--- config.mk ---
export PLATFORM = sky130hd
export DESIGN_NAME = usb_port_connection_state_machine_core
export DESIGN_NICKNAME = d
export VERILOG_FILES = /design/src/hw/rtl/upcsm_pkg.sv /design/src/hw/rtl/upcsm_front.sv /design/src/hw/rtl/upcsm_queue.sv /design/src/hw/rtl/upcsm_back.sv /design/src/hw/rtl/usb_port_connection_state_machine_core.sv
export SDC_FILE = /design/constraint.sdc
export NUM_CORES = 1
export LEC_CHECK = 0
export ABC_AREA = 1
export BUFFER_PORTS_ARGS = -buffer_cell sky130_fd_sc_hd__buf_2
export CAP_MARGIN = 40
export CORE_UTILIZATION = 64
export DETAILED_ROUTE_END_ITERATION = 12
export PLACE_DENSITY_LB_ADDON = 0.2
export SLEW_MARGIN = 10
export SYNTH_ARGS = -nofsm -noshare
export SYNTH_HDL_FRONTEND = slang
export SYNTH_SLANG_ARGS = --single-unit
export TNS_END_PERCENT = 50
--- constraint.sdc ---
create_clock -name clk -period 6.6 [get_ports clk]
set_input_delay 1.32 -clock clk [delete_from_list [all_inputs] [get_ports clk]]
set_output_delay 1.32 -clock clk [all_outputs]
set_load 0.02 [all_outputs]
--- src/hw/rtl/upcsm_pkg.sv ---
// Shared types, codes and sizes for the USB port connection state machine.
`default_nettype none
package upcsm_pkg;

    // Table size and widths
    localparam int NUM_PORTS = 16;
    localparam int IDX_W     = $clog2(NUM_PORTS);
    localparam int PORT_W    = 4;
    localparam int PAIR_W    = 5;
    localparam int STATE_W   = 3;
    localparam int ACT_W     = 2;
    localparam int CLS_W     = 2;
    localparam int KIND_W    = 2;
    localparam int SPEED_W   = 4;
    localparam int IN_W      = 24;
    localparam int OUT_W     = 8;
    localparam int QDEPTH    = 2;

    // Port connection states
    localparam logic [STATE_W-1:0] ST_IDLE  = 3'd0;
    localparam logic [STATE_W-1:0] ST_SPUR  = 3'd1;
    localparam logic [STATE_W-1:0] ST_RESET = 3'd2;
    localparam logic [STATE_W-1:0] ST_INIT  = 3'd3;
    localparam logic [STATE_W-1:0] ST_RUN   = 3'd4;

    // Actions
    localparam logic [ACT_W-1:0] ACT_NONE  = 2'd0;
    localparam logic [ACT_W-1:0] ACT_RESET = 2'd1;
    localparam logic [ACT_W-1:0] ACT_INIT  = 2'd2;
    localparam logic [ACT_W-1:0] ACT_WARN  = 2'd3;

    // Event classes
    localparam logic [CLS_W-1:0] EV_NONE = 2'd0;
    localparam logic [CLS_W-1:0] EV_CFG  = 2'd1;
    localparam logic [CLS_W-1:0] EV_RST  = 2'd2;
    localparam logic [CLS_W-1:0] EV_CONN = 2'd3;

    // Protocol kinds
    localparam logic [KIND_W-1:0] KIND_NONE = 2'd0;
    localparam logic [KIND_W-1:0] KIND_USB2 = 2'd1;
    localparam logic [KIND_W-1:0] KIND_USB3 = 2'd2;

    localparam logic [PAIR_W-1:0] NO_PAIR = 5'd16;

    // Item modes
    localparam logic MODE_LOAD  = 1'b0;
    localparam logic MODE_EVENT = 1'b1;

    // Classified item passed from front to back
    typedef struct packed {
        logic              load;
        logic              oob;
        logic [CLS_W-1:0]  ev;
        logic [IDX_W-1:0]  port;
        logic              paired;
        logic [IDX_W-1:0]  pair;
        logic [KIND_W-1:0] kind;
        logic              conn;
        logic              en;
        logic              spd_nz;
        logic              seen;
    } upcsm_entry_t;

    // Queue status
    typedef struct packed {
        logic full;
        logic empty;
    } upcsm_qstat_t;

    function automatic logic is_active(input logic [STATE_W-1:0] s);
        return (s == ST_RESET) || (s == ST_INIT) || (s == ST_RUN);
    endfunction

endpackage
`default_nettype wire

--- src/hw/rtl/upcsm_front.sv ---
// Front end: accepts items, keeps the kind and pair table, classifies events.
`default_nettype none
module upcsm_front (
    input  wire logic                       clk,
    input  wire logic                       rst_n,
    input  wire logic                       in_valid,
    output logic                            in_ready,
    input  wire logic [upcsm_pkg::IN_W-1:0] in_data,
    input  wire logic                       in_mode,
    input  wire upcsm_pkg::upcsm_qstat_t    qstat,
    output logic                            push,
    output upcsm_pkg::upcsm_entry_t         entry
);
    import upcsm_pkg::*;

    logic [KIND_W-1:0] kind_reg [NUM_PORTS];
    logic [PAIR_W-1:0] pair_reg [NUM_PORTS];

    logic [PORT_W-1:0]  f_port;
    logic [KIND_W-1:0]  f_proto;
    logic [PAIR_W-1:0]  f_pair;
    logic               f_cc, f_rc, f_ce;
    logic [SPEED_W-1:0] f_speed;
    logic               oob;
    logic [IDX_W-1:0]   idx;
    logic [PAIR_W-1:0]  cur_pair;

    // Unpack the transaction
    assign f_port  = in_data[3:0];
    assign f_proto = in_data[5:4];
    assign f_pair  = in_data[10:6];
    assign f_cc    = in_data[11];
    assign f_rc    = in_data[12];
    assign f_ce    = in_data[13];
    assign f_speed = in_data[19:16];

    assign oob      = int'(f_port) >= NUM_PORTS;
    assign idx      = f_port[IDX_W-1:0];
    assign cur_pair = kind_pair_sel(idx);

    function automatic logic [PAIR_W-1:0] kind_pair_sel(input logic [IDX_W-1:0] i);
        return pair_reg[i];
    endfunction

    assign in_ready = !qstat.full;
    assign push     = in_valid && in_ready;

    // Classify by priority: config error, reset change, connect change; load items carry no event
    always_comb
    begin
        entry        = '0;
        entry.load   = (in_mode == MODE_LOAD);
        entry.oob    = oob;
        entry.port   = idx;
        entry.paired = (cur_pair != NO_PAIR) && (int'(cur_pair) < NUM_PORTS);
        entry.pair   = cur_pair[IDX_W-1:0];
        entry.kind   = kind_reg[idx];
        entry.conn   = in_data[14];
        entry.en     = in_data[15];
        entry.spd_nz = (f_speed != '0);
        entry.seen   = in_data[20];
        priority if (in_mode == MODE_LOAD)
            entry.ev = EV_NONE;
        else if (f_ce)
            entry.ev = EV_CFG;
        else if (f_rc)
            entry.ev = EV_RST;
        else if (f_cc)
            entry.ev = EV_CONN;
        else
            entry.ev = EV_NONE;
    end

    // Store kind and pair on a load to an in-range port
    always_ff @(posedge clk or negedge rst_n)
    begin
        if (!rst_n)
        begin
            for (int i = 0; i < NUM_PORTS; i++)
            begin
                kind_reg[i] <= KIND_NONE;
                pair_reg[i] <= NO_PAIR;
            end
        end
        else if (push && (in_mode == MODE_LOAD) && !oob)
        begin
            kind_reg[idx] <= f_proto;
            pair_reg[idx] <= f_pair;
        end
    end

endmodule
`default_nettype wire

--- src/hw/rtl/upcsm_queue.sv ---
// Short queue of classified items between front and back.
`default_nettype none
module upcsm_queue (
    input  wire logic                     clk,
    input  wire logic                     rst_n,
    input  wire logic                     push,
    input  wire upcsm_pkg::upcsm_entry_t  push_entry,
    input  wire logic                     pop,
    output upcsm_pkg::upcsm_entry_t       head,
    output upcsm_pkg::upcsm_qstat_t       qstat
);
    import upcsm_pkg::*;

    localparam int PTR_W = (QDEPTH > 1) ? $clog2(QDEPTH) : 1;
    localparam int CNT_W = $clog2(QDEPTH + 1);

    upcsm_entry_t     slot_reg [QDEPTH];
    logic [PTR_W-1:0] wr_ptr_reg, rd_ptr_reg;
    logic [CNT_W-1:0] count_reg;

    function automatic logic [PTR_W-1:0] ptr_inc(input logic [PTR_W-1:0] p);
        return (p == PTR_W'(QDEPTH - 1)) ? '0 : p + PTR_W'(1);
    endfunction

    assign head        = slot_reg[rd_ptr_reg];
    assign qstat.full  = (count_reg == CNT_W'(QDEPTH));
    assign qstat.empty = (count_reg == '0);

    // Store payload
    always_ff @(posedge clk)
    begin
        if (push)
            slot_reg[wr_ptr_reg] <= push_entry;
    end

    // Advance pointers and count
    always_ff @(posedge clk or negedge rst_n)
    begin
        if (!rst_n)
        begin
            wr_ptr_reg <= '0;
            rd_ptr_reg <= '0;
            count_reg  <= '0;
        end
        else
        begin
            if (push)
                wr_ptr_reg <= ptr_inc(wr_ptr_reg);
            if (pop)
                rd_ptr_reg <= ptr_inc(rd_ptr_reg);
            if (push && !pop)
                count_reg <= count_reg + CNT_W'(1);
            else if (pop && !push)
                count_reg <= count_reg - CNT_W'(1);
        end
    end

endmodule
`default_nettype wire

--- src/hw/rtl/upcsm_back.sv ---
// Back end: state memory, event execution and the result register.
`default_nettype none
module upcsm_back (
    input  wire logic                        clk,
    input  wire logic                        rst_n,
    input  wire upcsm_pkg::upcsm_entry_t     head,
    input  wire upcsm_pkg::upcsm_qstat_t     qstat,
    output logic                             pop,
    output logic                             out_valid,
    input  wire logic                        out_ready,
    output logic [upcsm_pkg::OUT_W-1:0]      out_data
);
    import upcsm_pkg::*;

    localparam logic BK_READ = 1'b0;
    localparam logic BK_EXEC = 1'b1;

    logic                 bk_reg, bk_next;
    logic [STATE_W-1:0]   mem [NUM_PORTS];
    logic [NUM_PORTS-1:0] vld_reg;
    logic [STATE_W-1:0]   own_rd_reg, pair_rd_reg;
    logic                 own_vld_reg, pair_vld_reg;
    upcsm_entry_t         cur_reg;
    logic                 out_valid_reg;
    logic [OUT_W-1:0]     out_data_reg;

    logic               slot_free, exec_done, wr_en;
    logic [STATE_W-1:0] st, pst, new_st;
    logic [ACT_W-1:0]   act;
    logic [CLS_W-1:0]   cls;

    assign slot_free = !out_valid_reg || out_ready;
    assign pop       = (bk_reg == BK_READ) && !qstat.empty;
    assign exec_done = (bk_reg == BK_EXEC) && slot_free;
    assign out_valid = out_valid_reg;
    assign out_data  = out_data_reg;

    // Read own and pair state
    always_ff @(posedge clk)
    begin
        if (pop)
        begin
            own_rd_reg  <= mem[head.port];
            pair_rd_reg <= mem[head.pair];
            own_vld_reg <= vld_reg[head.port];
            pair_vld_reg <= vld_reg[head.pair];
            cur_reg     <= head;
        end
        if (wr_en)
            mem[cur_reg.port] <= new_st;
    end

    assign st  = own_vld_reg ? own_rd_reg : ST_IDLE;
    assign pst = (cur_reg.paired && pair_vld_reg) ? pair_rd_reg : ST_IDLE;

    // Carry out the event
    always_comb
    begin
        new_st = st;
        act    = ACT_NONE;
        cls    = cur_reg.ev;
        unique case (cur_reg.ev)
            EV_CFG:
            begin
                new_st = ST_IDLE;
                act    = ACT_WARN;
            end
            EV_RST:
            begin
                priority if (st != ST_RESET)
                    act = ACT_WARN;
                else if (!(cur_reg.en && cur_reg.spd_nz))
                    new_st = ST_IDLE;
                else
                    act = ACT_INIT;
            end
            EV_CONN:
            begin
                priority if (!cur_reg.conn && (st == ST_SPUR))
                    new_st = ST_IDLE;
                else if (is_active(pst))
                    act = ACT_NONE;
                else if (!cur_reg.conn && is_active(st))
                    new_st = ST_IDLE;
                else if (!cur_reg.conn)
                    act = ACT_WARN;
                else if ((cur_reg.kind == KIND_USB2) && cur_reg.paired
                         && (pst != ST_IDLE))
                    act = ACT_WARN;
                else if ((cur_reg.kind == KIND_USB2) && cur_reg.paired && cur_reg.seen)
                    new_st = ST_SPUR;
                else if ((cur_reg.kind == KIND_USB3) && !(cur_reg.en && cur_reg.spd_nz))
                    new_st = ST_IDLE;
                else if (cur_reg.kind == KIND_USB3)
                    act = ACT_INIT;
                else
                begin
                    new_st = ST_RESET;
                    act    = ACT_RESET;
                end
            end
            default:
            begin
                new_st = st;
            end
        endcase
        if (cur_reg.load)
        begin
            act = ACT_NONE;
            cls = EV_NONE;
        end
        if (cur_reg.oob)
        begin
            new_st = ST_IDLE;
            act    = ACT_NONE;
            cls    = EV_NONE;
        end
    end

    assign wr_en = exec_done && !cur_reg.oob && !cur_reg.load;

    // Sequencer
    always_comb
    begin
        bk_next = bk_reg;
        unique case (bk_reg)
            BK_READ: if (pop) bk_next = BK_EXEC;
            BK_EXEC: if (slot_free) bk_next = BK_READ;
            default: bk_next = BK_READ;
        endcase
    end

    // Hold result until taken
    always_ff @(posedge clk)
    begin
        if (exec_done)
            out_data_reg <= {1'b0, cls, act, new_st};
    end

    always_ff @(posedge clk or negedge rst_n)
    begin
        if (!rst_n)
        begin
            bk_reg        <= BK_READ;
            vld_reg       <= '0;
            out_valid_reg <= 1'b0;
        end
        else
        begin
            bk_reg <= bk_next;
            if (wr_en)
                vld_reg[cur_reg.port] <= 1'b1;
            if (exec_done)
                out_valid_reg <= 1'b1;
            else if (out_ready)
                out_valid_reg <= 1'b0;
        end
    end

endmodule
`default_nettype wire

--- src/hw/rtl/usb_port_connection_state_machine_core.sv ---
// Top level of the USB port connection state machine.
// Flow: an accepted item is written into the queue, popped into the read
// registers, then executed into the result register, held there until taken.
// The back end reads then executes one item at a time on the state memory's
// registered read ports; a 2-entry queue decouples input. Reset: all ports
// idle, not present, unpaired, per-port valid bits clear; items taken at once.
`default_nettype none
module usb_port_connection_state_machine_core (
    input  wire logic                        clk,
    input  wire logic                        rst_n,
    input  wire logic                        s_axis_tvalid,
    output logic                             s_axis_tready,
    // port_index[3:0], port_protocol[5:4], pair_index[10:6], connect_change[11],
    // reset_change[12], config_error[13], connected[14], enabled[15],
    // port_speed[19:16], pair_connect_seen[20], zero[23:21]
    input  wire logic [upcsm_pkg::IN_W-1:0]  s_axis_tdata,
    // mode[0]
    input  wire logic [0:0]                  s_axis_tuser,
    output logic                             m_axis_tvalid,
    input  wire logic                        m_axis_tready,
    // new_state[2:0], action[4:3], event_class[6:5], zero[7]
    output logic [upcsm_pkg::OUT_W-1:0]      m_axis_tdata
);
    import upcsm_pkg::*;

    upcsm_entry_t push_entry, head;
    upcsm_qstat_t qstat;
    logic         push, pop;

    upcsm_front u_front (
        .clk      (clk),
        .rst_n    (rst_n),
        .in_valid (s_axis_tvalid),
        .in_ready (s_axis_tready),
        .in_data  (s_axis_tdata),
        .in_mode  (s_axis_tuser[0]),
        .qstat    (qstat),
        .push     (push),
        .entry    (push_entry)
    );

    upcsm_queue u_queue (
        .clk        (clk),
        .rst_n      (rst_n),
        .push       (push),
        .push_entry (push_entry),
        .pop        (pop),
        .head       (head),
        .qstat      (qstat)
    );

    upcsm_back u_back (
        .clk       (clk),
        .rst_n     (rst_n),
        .head      (head),
        .qstat     (qstat),
        .pop       (pop),
        .out_valid (m_axis_tvalid),
        .out_ready (m_axis_tready),
        .out_data  (m_axis_tdata)
    );

    // A port reset is only issued together with the resetting state
    a_reset_state: assert property (@(posedge clk) disable iff (!rst_n)
        m_axis_tvalid && (m_axis_tdata[4:3] == ACT_RESET) |-> (m_axis_tdata[2:0] == ST_RESET))
        else $error("port reset issued without resetting state");

    // A config error always leaves the port idle with a warning
    a_cfg_idle: assert property (@(posedge clk) disable iff (!rst_n)
        m_axis_tvalid && (m_axis_tdata[6:5] == EV_CFG)
        |-> (m_axis_tdata[2:0] == ST_IDLE) && (m_axis_tdata[4:3] == ACT_WARN))
        else $error("config error result wrong");

    // Without an event there is no action
    a_no_event: assert property (@(posedge clk) disable iff (!rst_n)
        m_axis_tvalid && (m_axis_tdata[6:5] == EV_NONE) |-> (m_axis_tdata[4:3] == ACT_NONE))
        else $error("action without event");

    // The back end never pops an empty queue
    a_no_underflow: assert property (@(posedge clk) disable iff (!rst_n)
        pop |-> !qstat.empty)
        else $error("queue underflow");

endmodule
`default_nettype wire

Yosys cells after proc, flatten, opt, wreduce, memory -nomap -nowiden

Memory sizes are Yosys's and may differ from the RTL's. A register that Yosys moved wholly into a read port is not among the register bits.
Cells that the tools add are included.

Bits in writable memories: 84
Bits in registers: 158
Logic and storage cells: 183
Memories: 2
Bits of input ports: 29

$lt $le $gt $ge: 7
Add/sub/neg operators: 4
Bitwise operators: 4
Multiplexer cells: 60
Equality and inequality tests: 15
Reductions and logical operators: 39

Memory list:

| memory           | depth | width | rd ports | clocked after memory_dff | wr ports | RTL line          | RTL |
|---|---|---|---|---|---|---|---|
| u_back.mem       | 16    | 3     | 2        | 2                        | 1        | upcsm_back.sv:19  | `logic [STATE_W-1:0] mem [NUM_PORTS];` |
| u_queue.slot_reg | 2     | 18    | 1        | 0                        | 1        | upcsm_queue.sv:17 | `upcsm_entry_t slot_reg [QDEPTH];` |

Operators with widths:

| kind                 | number |
|---|---|
| $bwmux W80           | 1 |
| $mux W3              | 13 |
| $mux W2              | 19 |
| $bwmux W32           | 1 |
| $bmux W5 S4          | 1 |
| $demux W5 S4         | 1 |
| $logic_and A1 B1 Y1  | 19 |
| $or A16 B16 Y16      | 1 |
| $lt A4 B5 Y1 const B | 3 |
| $mux W5              | 3 |
| $mux W1              | 13 |
| $eq A3 B2 Y1 const B | 4 |
| $logic_not A1 Y1     | 9 |
| $pmux W3 S3          | 1 |
| $bmux W1 S4          | 2 |
| $bmux W2 S4          | 1 |
| $demux W2 S4         | 1 |
| $eq A2 B2 Y1 const B | 4 |
| $eq A3 B3 Y1 const B | 2 |
| $pmux W2 S3          | 1 |
| $ge A5 B5 Y1 const B | 1 |
| $logic_or A1 B1 Y1   | 5 |
| $lt A5 B1 Y1 const B | 1 |
| $lt A5 B5 Y1 const B | 1 |
| other kinds (17)     | 21 |

Longest topological paths before layout

Gate-level depths: netlist (run 1).

Depth after elaboration: 12
Mapped depth: 10
Mapped depth without buffers: 9

By module

A second synthesis (run 1) with hierarchy kept.

Cells, all modules: 1,335
Area total of the unflattened synthesis: 12,129.1 um^2

By module, submodules not included:

| module      | seq. area each (um^2) | cells an instance | instances | area each (um^2) |
|---|---|---|---|---|
| upcsm_front | 2,822.7               | 773               | 1         | 5,869.4 |
| upcsm_back  | 2,792.7               | 478               | 1         | 4,604.4 |
| upcsm_queue | 1,241.2               | 84                | 1         | 1,655.3 |

Least setup slack after synthesis (run 1)

No wires, ideal clock.

Kind: reg-to-reg
Start: register u_queue.count_reg[0]
End: register u_queue.count_reg[1]
Data arrival time: 2,488 ps
Cell stages (with the launch flop): 8
Library setup time: 131 ps
Path slack: 3,981 ps
Period minus slack after synthesis: 2,619 ps
Required time: 6,469 ps
Path through: dfrtp_1 inv_2 a21oi_1 inv_1 ha_1 a21oi_1 o21ai_0 xor2_1

Cells in the longest elaborated chain, start to end: 6

RTL lines:

| element                                              | RTL line                                     | RTL |
|---|---|---|
| start: declaration                                   | upcsm_queue.sv:19                            | `logic [CNT_W-1:0] count_reg;` |
| start signal: assignment                             | upcsm_queue.sv:52                            | `count_reg <= count_reg + CNT_W'(1);` |
| start signal: assignment                             | upcsm_queue.sv:54                            | `count_reg <= count_reg - CNT_W'(1);` |
| $logic_not A2 Y1 (*)                                 | upcsm_queue.sv:27                            | `assign qstat.empty = (count_reg == '0);` |
| $logic_not A1 Y1 (*)                                 | upcsm_back.sv:33                             | `assign pop = (bk_reg == BK_READ) && !qstat.empty;` |
| $logic_and A1 B1 Y1 (*)                              | upcsm_back.sv:33                             |  |
| via pop                                              | usb_port_connection_state_machine_core.sv:28 | `logic push, pop;` |
| $logic_not A1 Y1                                     | upcsm_queue.sv:51                            | `if (push && !pop)` |
| $logic_and A1 B1 Y1                                  | upcsm_queue.sv:51                            |  |
| $mux W2 / $reduce_bool A2 Y1 (equally long branches) | n/a                                          |  |

Mark *: on every way through the listed nets, which the timed path passes. The rest lies on a longest branch. The select of a mux whose other input is x is not followed.
A chain may end at the register's enable or synchronous reset.

Worst setup path in the final report (run 1)

Start: input s_axis_tdata[1] in the netlist's numbering
End: register u_front.pair_reg[65] in the netlist's numbering

Cells in the longest elaborated chain, start to end: 6

RTL lines:

| element                                                                   | RTL line                                     | RTL |
|---|---|---|
| start: declaration                                                        | usb_port_connection_state_machine_core.sv:16 | `input wire logic [upcsm_pkg::IN_W-1:0] s_axis_tdata,` |
| $not A4 Y5 (not written as such) (*)                                      | upcsm_front.sv:88                            | `pair_reg[idx] <= f_pair;` |
| $ge A5 B5 Y1 (not written as such) / $lt A5 B1 Y1 (equally long branches) | upcsm_front.sv:88                            |  |
| $logic_and A1 B1 Y1 (not written as such)                                 | upcsm_front.sv:88                            |  |
| $mux W5 (not written as such)                                             | upcsm_front.sv:88                            |  |
| $demux W5 S4 (*)                                                          | upcsm_front.sv:88                            |  |
| $bwmux W80 (*)                                                            | upcsm_front.sv:88                            |  |
| end signal: indexed assignment                                            | upcsm_front.sv:88                            |  |
| end: declaration                                                          | upcsm_front.sv:17                            | `logic [PAIR_W-1:0] pair_reg [NUM_PORTS];` |

Mark *: on every way between the ends. The rest lies on a longest branch, timed or not.

==> results of run 1 <==
-- synth_stat cells (all sizes together) (16+ instances only) --
master    n  area (um^2)
a21oi   107          536
a22oi    24          180
buf      39          277
clkbuf   21         78.8
dfrtp   118         2950
dfstp    16          420
edfxtp  113         3390
inv     116          438
nand2   227          867
nand3    58          290
nor2    120          493
o211ai   33          248
o21ai   145          729
-- power by group through the flow --
| stage | combinational (mW) | sequential (mW) | clock [mW] |
|---|---|---|---|
| global route | 2.01 | 2.57 | 1.55 |
| global placement | 1.66 | 2.51 | 0 |
| CTS | 1.78 | 2.51 | 1.49 |
| finish | 1.79 | 2.52 | 1.48 |
| detailed placement | 1.75 | 2.53 | 0 |
| floorplan | 1.23 | 2.51 | 0 |
-- critical path, cell delays in order --
cell and delay [ps]:
buf_2 230, inv_1 130, nor2_2 610, buf_4 350
nand2_1 90, nor2_2 460, nor2_1 80, a21oi_1 130
-- how the worst min path moves through the flow --
stage | from | to | depth (start not counted)
3_3_place_gp | u_back.vld_reg[13] | u_back.vld_reg[13] | 2
2_1_floorplan | u_back.vld_reg[11] | u_back.vld_reg[11] | 2
3_5_place_dp | u_back.vld_reg[5] | u_back.vld_reg[5] | 2
5_1_grt | u_back.vld_reg[12] | u_back.vld_reg[12] | 1
6_report | u_back.vld_reg[5] | u_back.vld_reg[5] | 2
4_1_cts | u_back.vld_reg[5] | u_back.vld_reg[5] | 2
-- cells by family (layout without fill, tap and decap cells) --
logic type,count (synthesis),in the layout,share of synthesized area (%)
AOI/OAI and AO/OA,311,311,15.1
xor gates and xnor gates,3,3,0.233
adders and majority gates,1,1,0.111
buffers and inverters,176,210,7.04
DFF,247,247,60.1
other,1,1,0.0333
and+or+nand+nor,435,435,17.3
-- layout make-up --
cell class | count | area (um^2) | share of cell area, %
well taps | 225 | 282 | 2.27
repair buffers | 48 | 329 | 2.66
clock inverters | 14 | 199 | 1.61
multi-input cells | 751 | 3720 | 30.0
clock buffers | 32 | 652 | 5.26
flip-flops and latches | 247 | 6770 | 54.6
inverters | 116 | 438 | 3.54
-- per-layer routing --
metal  wire, um  GRT usage [%]
met5          0              0
met4       1080           14.5
met3       1670           4.17
met2      12600           49.4
met1      10100           38.4
-- per-stage QoR --
step,hold slack (ps),power (mW)
2_1_floorplan,439,3.75
3_3_place_gp,457,4.17
3_5_place_dp,470,4.29
4_1_cts,485,5.79
5_1_grt,501,6.13
6_report,484,5.79
==> results.toml, run 1 <==
[status]
outcome = "completed"

[clock_tree]
ctsResizeCount = 0
post_cts_buffers = 0
h-tree-depth = 1
cts_hold_buf = 0
path_clk_slew_ps = 60
cts.sinks = 247
cts_made_buffers = 25
cts_tree = "built"
clk_latency_ps = 540
cts_root_buf = "clkbuf_16"
cts_buffer_depth = 3

[timing]
timing.final.crit_share_pct = 45.1
rsz0062_at_grt = "false"
setup_violations = 0
fmax_mhz = 336
setup_total_negative_slack_ps = 0
slew_headroom_pct = 36.3
hold_viol = 0
tightest_slew_ps = 949
min_period_ps = 2980
fin_ws_ps = 3620
finClkSkew_ps = 21.6
slew_viol_final = 0

[place]
placed_cells = 1387
port_buffers = 34
gp_congestion = 0.892
place_ws_ps = 3100
postPlaceCellArea_um2 = 11500
dp_hpwl_um = 16300

[worst_setup_path]
required_ps = 7040
cp_data_arrival_time_ps = 3420
start_kind = "input port"
critPathCaptureType = "flop"
crit_start = "s_axis_tdata[1]"
r2r-start = "u_queue.rd_ptr_reg"
crit_end = "u_front.pair_reg[65]"
rr_endpoint = "u_back.pair_vld_reg"
worst-r2r-setup-slack_ps = 4220
reg2regPathDepth = 9
crit_fanout = 17
worstSetupPathType = "input port to flop"

[synthesis]
syn_inst = 1174
synth-edff-count = 113
avgSynthCellArea_um2 = 9.59
synth_warnings = 0
synth_area_um2 = 11300
async_reset_ff_share_pct = 54.3
yosysSeqAreaShare_pct = 60.1
ys.flop_type = "dfrtp_1"
ys_types = 36
synth_nets = 1204
yosys_register_bits = 247

[power]
p_seq_share_pct = 43.5
p_int_mw = 3.75
combPwrFrac_pct = 30.9
p_sw_share_pct = 35.2
p_clk_share_pct = 25.5
switching_power_mw = 2.04
ir_drop_v = 0.000317
power.density_nw_per_um2 = 467
leakage_nw = 5.22

[route]
drtIter0Drc = 773
viasPerCell = 5.92
first_pass_iters = 5
routedWlPerCell_um = 17.7
wirelength_um = 25400
ant_nets = 0
drc = 0
num_vias = 8480

[min_path]
hp-class = "flop to flop"

[floorplanning]
die_x_um = 135
std_cell_rows = 48
die_h_um = 135
start_util_pct = 65.3
coreArea_um2 = 17200
die_area_um2 = 18100
ios = 39

[finish]
nets = 1219
fillers = 1247
diodes = 0
drive_above_1_share_pct = 11.7
final_common_cell = "nand2_1"
largest_reg_flops = 80
fin_cells = 1433
fin_area_um2 = 12400
syn_to_final_growth_pct = 9.99
utilization_pct = 71.9
mostFrequentLayoutCells = "222 x nand2_1, 141 x o21ai_0, 118 x dfrtp_1"

[job]
cap_violations = 0

[grt]
grt_util_all_layers_pct = 29.6
grt_pass1_vias = 8291
overflow = 0
grt_max_degree = 65
grt_pass1_wl_um = 41600
antenna_found_initial = 0
No activity file was read; power rests on OpenSTA's default activity.
==> run 2, diff against run 1 <==
--- a/config.mk
+++ b/config.mk
@@ -5,10 +5,10 @@
 export SDC_FILE = /design/constraint.sdc
 export NUM_CORES = 1
 export LEC_CHECK = 0
-export ABC_AREA = 1
+export ABC_AREA = 0
 export BUFFER_PORTS_ARGS = -buffer_cell sky130_fd_sc_hd__buf_2
 export CAP_MARGIN = 40
-export CORE_UTILIZATION = 64
+export CORE_UTILIZATION = 56
 export DETAILED_ROUTE_END_ITERATION = 12
 export PLACE_DENSITY_LB_ADDON = 0.2
 export SLEW_MARGIN = 10
==> constraint.sdc (replaced) <==
create_clock -name clk -period 2.6 [get_ports clk]
set_input_delay 0.52 -clock clk [delete_from_list [all_inputs] [get_ports clk]]
set_output_delay 0.52 -clock clk [all_outputs]
set_load 0.02 [all_outputs]
==> run 2 against run 1 <==
Net effect:
- the flow now finishes with violations (hold timing)
- routed wire length fell by 8.9%
- via count fell by 23%
- count of clock-buffer cells in the layout rose by 11
- clock power rose by 130%
- critical path depth fell by 2
- synthesized area fell by 0.90%
- non-clock buffer count rose by 11
- sequential share of layout area fell by 0.61 points
- design area rose by 1.1%
- die area rose by 13%
- largest cell class unchanged
==> results.toml, run 2 <==
[place]
postPlaceCellArea_um2 = 11700
dp_hpwl_um = 16000
place_ws_ps = 173
gp_congestion = 0.967
port_buffers = 34

[grt]
antenna_found_initial = 0
grt-busiest-layer = "met2"
grt_pass1_wl_um = 36900
use_met3_pct = 3.12
grt_pass1_vias = 6783
use_met1_pct = 30.6
grt_max_degree = 53
grt_util_met2_pct = 42.5
overflow = 0
grt_util_all_layers_pct = 23.9

[worst_setup_path]
r2r-start = "u_queue.rd_ptr_reg"
reg2regPathDepth = 6
crit_fanout = 16
crit_start = "u_queue.rd_ptr_reg"
required_ps = 2870
start_kind = "flop"
rr_endpoint = "u_back.pair_rd_reg[1]"
cpPeakStageDelay_ps = 570
critPathCaptureType = "flop"
worstSetupPathType = "flop to flop"
cp_data_arrival_time_ps = 2590
cp_common_cell = "buf_4"
worst-r2r-setup-slack_ps = 280
crit_slowest_cell = "mux4_2"
crit_chain = "buf_4, mux2i_2, buf_4, mux4_2, a22oi_1, nand2_1"
cp_num_buf_inv = 2
critPathTopFamily = "multiplexers"

[power]
power_mw = 13.6
leakage_nw = 5.04
power.density_nw_per_um2 = 1090
ir_drop_v = 0.000608

[synthesis]
synth_warnings = 0
ys.flop_type = "dfrtp_1"
yosysSeqAreaShare_pct = 60.6
syn_inst = 736
async_reset_ff_share_pct = 54.3
post-synth-top-count-cell = "dfrtp_1"
synthTopCellsByCount = "118 x dfrtp_1, 117 x mux2_2, 113 x edfxtp_1"
avgSynthCellArea_um2 = 15.2
synth_area_leaders = "edfxtp_1 30%, dfrtp_1 26%, mux2_2 12%"
ys_types = 53
synth_top_area_share_pct = 30.4
synth_top_cell_by_area = "edfxtp_1"
yosys_register_bits = 247
synth-edff-count = 113
synth_nets = 766
synth_area_um2 = 11200

[job]
cap_violations = 0

[floorplanning]
die_x_um = 143
die_h_um = 143
die_area_um2 = 20500
start_util_pct = 57.2
ios = 39
std_cell_rows = 51
coreArea_um2 = 19500

[status]
outcome = "complete, but fails checks"
violations = "hold timing"

[finish]
nets = 818
diodes = 0
final_common_cell = "dfrtp_1"
syn_to_final_growth_pct = 12.2
drive_above_1_share_pct = 38.9
fin_area_um2 = 12500
largest_reg_flops = 80
mostFrequentLayoutCells = "118 x dfrtp_1, 117 x mux2_2, 113 x edfxtp_1"

[clock_tree]
cts.sinks = 247
cts_buffer_depth = 3
post_cts_buffers = 0
cts_tree = "built"
clk_latency_ps = 530
cts_hold_buf = 0
ctsResizeCount = 0
cts_made_buffers = 26
cts_root_buf = "clkbuf_16"
h-tree-depth = 1
path_clk_slew_ps = 60

[timing]
timing.final.crit_share_pct = 89.4
timing.hold.ws_ps = -5.09
rsz0062_at_grt = "false"
finClkSkew_ps = 17.9
slew_viol_final = 0
fmax_mhz = 430
tightest_slew_ps = 841
fin_ws_ps = 275
hold_viol = 6
setup_total_negative_slack_ps = 0
min_period_ps = 2320
slew_headroom_pct = 43.2
setup_violations = 0

[route]
num_vias = 6500
drtIter0Drc = 532
drc = 0
wirelength_um = 23200
ant_nets = 0
viasPerCell = 6.06
first_pass_iters = 5
routedWlPerCell_um = 21.6

[min_path]
hp-class = "input port to asynchronous set/reset pin"
[run 2: cell count changes after synthesis, sizes merged, moves of 51 or more]
cell,change
nand2,-150
o21ai,-135
mux2,+124
inv,-105
a21oi,-103
nor2,-79
mux4,+51
[run 2: worst register-to-register path, cell delays in order (launching register included)]
cell and delay (ps):
dfrtp_1 390, buf_4 220, mux2i_2 220, buf_4 320
mux4_2 580, a22oi_1 230, nand2_1 120
[run 2: routing by layer]
metal	share of wire, %	wire, um
met4	2.7	630
met1	40	9380
met2	52	12200
met3	4.3	997
met5	0	0
[run 2: power by group]
group          internal [mW]  switching, mW
Combinational           1.87           2.14
Clock                   1.98           1.46
Sequential              5.54          0.611
[run 2: worst max path at each step]
stage | to | slack (ps) | cells past startpoint
detailed placement | u_queue.slot_reg[1][7] | 170 | 4
global placement | u_queue.slot_reg[1][7] | 220 | 4
global route | u_back.pair_rd_reg[1] | 180 | 6
CTS | u_back.pair_rd_reg[1] | 280 | 6
finish | u_back.pair_rd_reg[1] | 280 | 6
floorplan | u_back.mem[0][0] | 290 | 5
[run 2: cell type report]
cell class | count | area, um^2
multi-input combinational | 443 | 4170
timing repair buffer | 59 | 423
clock buffer | 43 | 754
inverter | 11 | 41.3
fill | 1401 | 7000
sequential | 247 | 6770
clock inverter | 5 | 42.5
tap | 265 | 332
[run 2: metrics by stage]
stage	std cells	utilization [%]
CTS	1073	64.1
finish	1073	64.1
floorplan	736	-
detailed placement	1025	60.1
global route	1073	64.1
global placement	1025	60.1
[run 2: kinds of logic after synthesis]
family          synth area share, %
compound gates                 3.57
xor+xnor                      0.392
fa+ha+maj                     0.112
buf+inv                        2.11
flops                          60.6
mux                            24.9
other cells                  0.0336
simple gates                   8.25
==> run 3, diff against run 2 <==
--- a/config.mk
+++ b/config.mk
@@ -10,6 +10,7 @@
 export CAP_MARGIN = 40
 export CORE_UTILIZATION = 56
 export DETAILED_ROUTE_END_ITERATION = 12
+export GPL_TIMING_DRIVEN = 0
 export PLACE_DENSITY_LB_ADDON = 0.2
 export SLEW_MARGIN = 10
 export SYNTH_ARGS = -nofsm -noshare
==> run 3 against run 2 <==
Net effect:
- the run now ends clean
- count of clock-buffer cells in the layout decreased by 5
- first-iteration DRC count increased by 2.3%
- design area increased by 0.28%
- critical path depth unchanged
- flip-flop and latch count unchanged
- global-route usage increased by 1.7 points
==> results.toml, run 3 (synthesis results as in run 2) <==
[route]
viasPerCell = 6.12
drtIter0Drc = 544
num_vias = 6657
first_pass_iters = 5
ant_nets = 0
drc = 0
wirelength_um = 25000
routedWlPerCell_um = 23.0

[grt]
grt_util_all_layers_pct = 25.6
overflow = 0
grt_pass1_vias = 7036
grt_pass1_wl_um = 38900
antenna_found_initial = 1
grt_max_degree = 73

[timing]
rsz0062_at_grt = "false"
setup_violations = 0
fmax_mhz = 402
slew_viol_final = 0
slew_headroom_pct = 38.4
fin_ws_ps = 111
finClkSkew_ps = 19.3
timing.final.crit_share_pct = 95.7
hold_viol = 0
tightest_slew_ps = 921
min_period_ps = 2490
timing.hold.ws_ps = 165

[worst_setup_path]
cp_data_arrival_time_ps = 2730
required_ps = 2840
rr_endpoint = "u_back.own_rd_reg[0]"
cp_num_buf_inv = 2
crit_chain = "buf_4, mux2i_2, buf_2, nand3_1, a32oi_1, o221ai_1"
r2r-start = "u_queue.rd_ptr_reg"
worst-r2r-setup-slack_ps = 110
crit_slowest_cell = "mux2i_2"
critPathTopFamily = "buffers and inverters"
cpPeakStageDelay_ps = 610
critPathCaptureType = "flop"
cp.depth = 6
start_kind = "flop"
worstSetupPathType = "flop to flop"
reg2regPathDepth = 6
crit_fanout = 10

[job]
cap_violations = 0

[power]
switching_power_mw = 4.36
ir_drop_v = 0.000561
combPwrFrac_pct = 29.7
p_sw_share_pct = 31.7
p_int_mw = 9.38
p_seq_share_pct = 45.1
p_clk_share_pct = 25.2
power.density_nw_per_um2 = 1090
leakage_nw = 5.03

[min_path]
hold_path_end = "u_queue.slot_reg[0][0]"
min_path_cells = 1
hp-class = "input port to flop"
hp-start = "s_axis_tdata[20]"

[finish]
largest_reg_flops = 80
syn_to_final_growth_pct = 12.5
ff_latch_area_um2 = 6770
drive_above_1_share_pct = 38.4
mostFrequentLayoutCells = "118 x dfrtp_1, 117 x mux2_2, 113 x edfxtp_1"
fillers = 1377
nets = 833
diodes = 0
final_common_cell = "dfrtp_1"
multi_input_area_um2 = 4190
fin_area_um2 = 12600

[floorplanning]
ios = 39
die_x_um = 143
die_area_um2 = 20500
die_h_um = 143
std_cell_rows = 51
start_util_pct = 57.2
coreArea_um2 = 19500

[clock_tree]
cts_made_buffers = 26
cts_buffer_depth = 3
post_cts_buffers = 0
cts_tree = "built"
h-tree-depth = 1
path_clk_slew_ps = 60
cts_root_buf = "clkbuf_16"
clk_latency_ps = 540
cts.sinks = 247

[place]
port_buffers = 34
postPlaceCellArea_um2 = 11700
gp_congestion = 0.937
dp_hpwl_um = 17300
place_ws_ps = -105

[status]
outcome = "completed"
[run 3: worst max-delay path by stage]
stage	slack (ps)	startpoint	to
final	110	u_queue.rd_ptr_reg	u_back.own_rd_reg[0]
after global routing	7	u_queue.rd_ptr_reg	u_back.own_rd_reg[0]
after CTS	160	u_queue.rd_ptr_reg	u_back.own_rd_reg[0]
after detailed placement	-110	u_back.cur_reg[4]	u_back.mem[0][0]
after global placement	-590	rst_n	u_back.bk_reg
after floorplan	290	u_back.cur_reg[4]	u_back.mem[0][0]
[run 3: repair_timing]
action / in CTS / in global routing
hold buffers: 1 / 0
resized for setup: 1 / 0
hold endpoints to repair: 31 / 0
setup endpoints to repair: 17 / 0
[run 3: final cells by class]
cell class,instances,share of cell area [%]
repair buffers,39,1.97
well taps,265,2.64
clock inverters,9,0.697
flip-flops and latches,247,53.9
plain buffers,35,1.54
multi-input cells,443,33.3
inverters,11,0.329
clock buffers,38,5.62
[run 3: power groups by stage]
| stage | Combinational [mW] | Sequential (mW) | Clock [mW] |
|---|---|---|---|
| after CTS | 4.07 | 6.18 | 3.53 |
| after floorplan | 2.85 | 6.08 | 0 |
| after global routing | 4.37 | 6.31 | 3.69 |
| after global placement | 3.82 | 6.14 | 0 |
| after detailed placement | 4.03 | 6.24 | 0 |
| final | 4.08 | 6.19 | 3.47 |
[run 3: per-layer routing]
metal	vias up	track usage, %	wire length, um
met3	67	4.23	1490
met1	3416	31.9	9700
met4	2	9.90	821
met5	-	0	8
li1	2910	-	-
met2	262	44.8	13000
[run 3: per-stage QoR]
stage | total power, mW | TNS (ps) | util (%) | cells
3_5_place_dp | 10.3 | -2090 | 60.2 | 1039
5_1_grt | 14.4 | 0 | 64.3 | 1087
3_3_place_gp | 9.95 | -80770 | 59.7 | 1035
6_report | 13.7 | 0 | 64.3 | 1087
4_1_cts | 13.8 | 0 | 64.3 | 1087
2_1_floorplan | 8.93 | 0 | - | 736
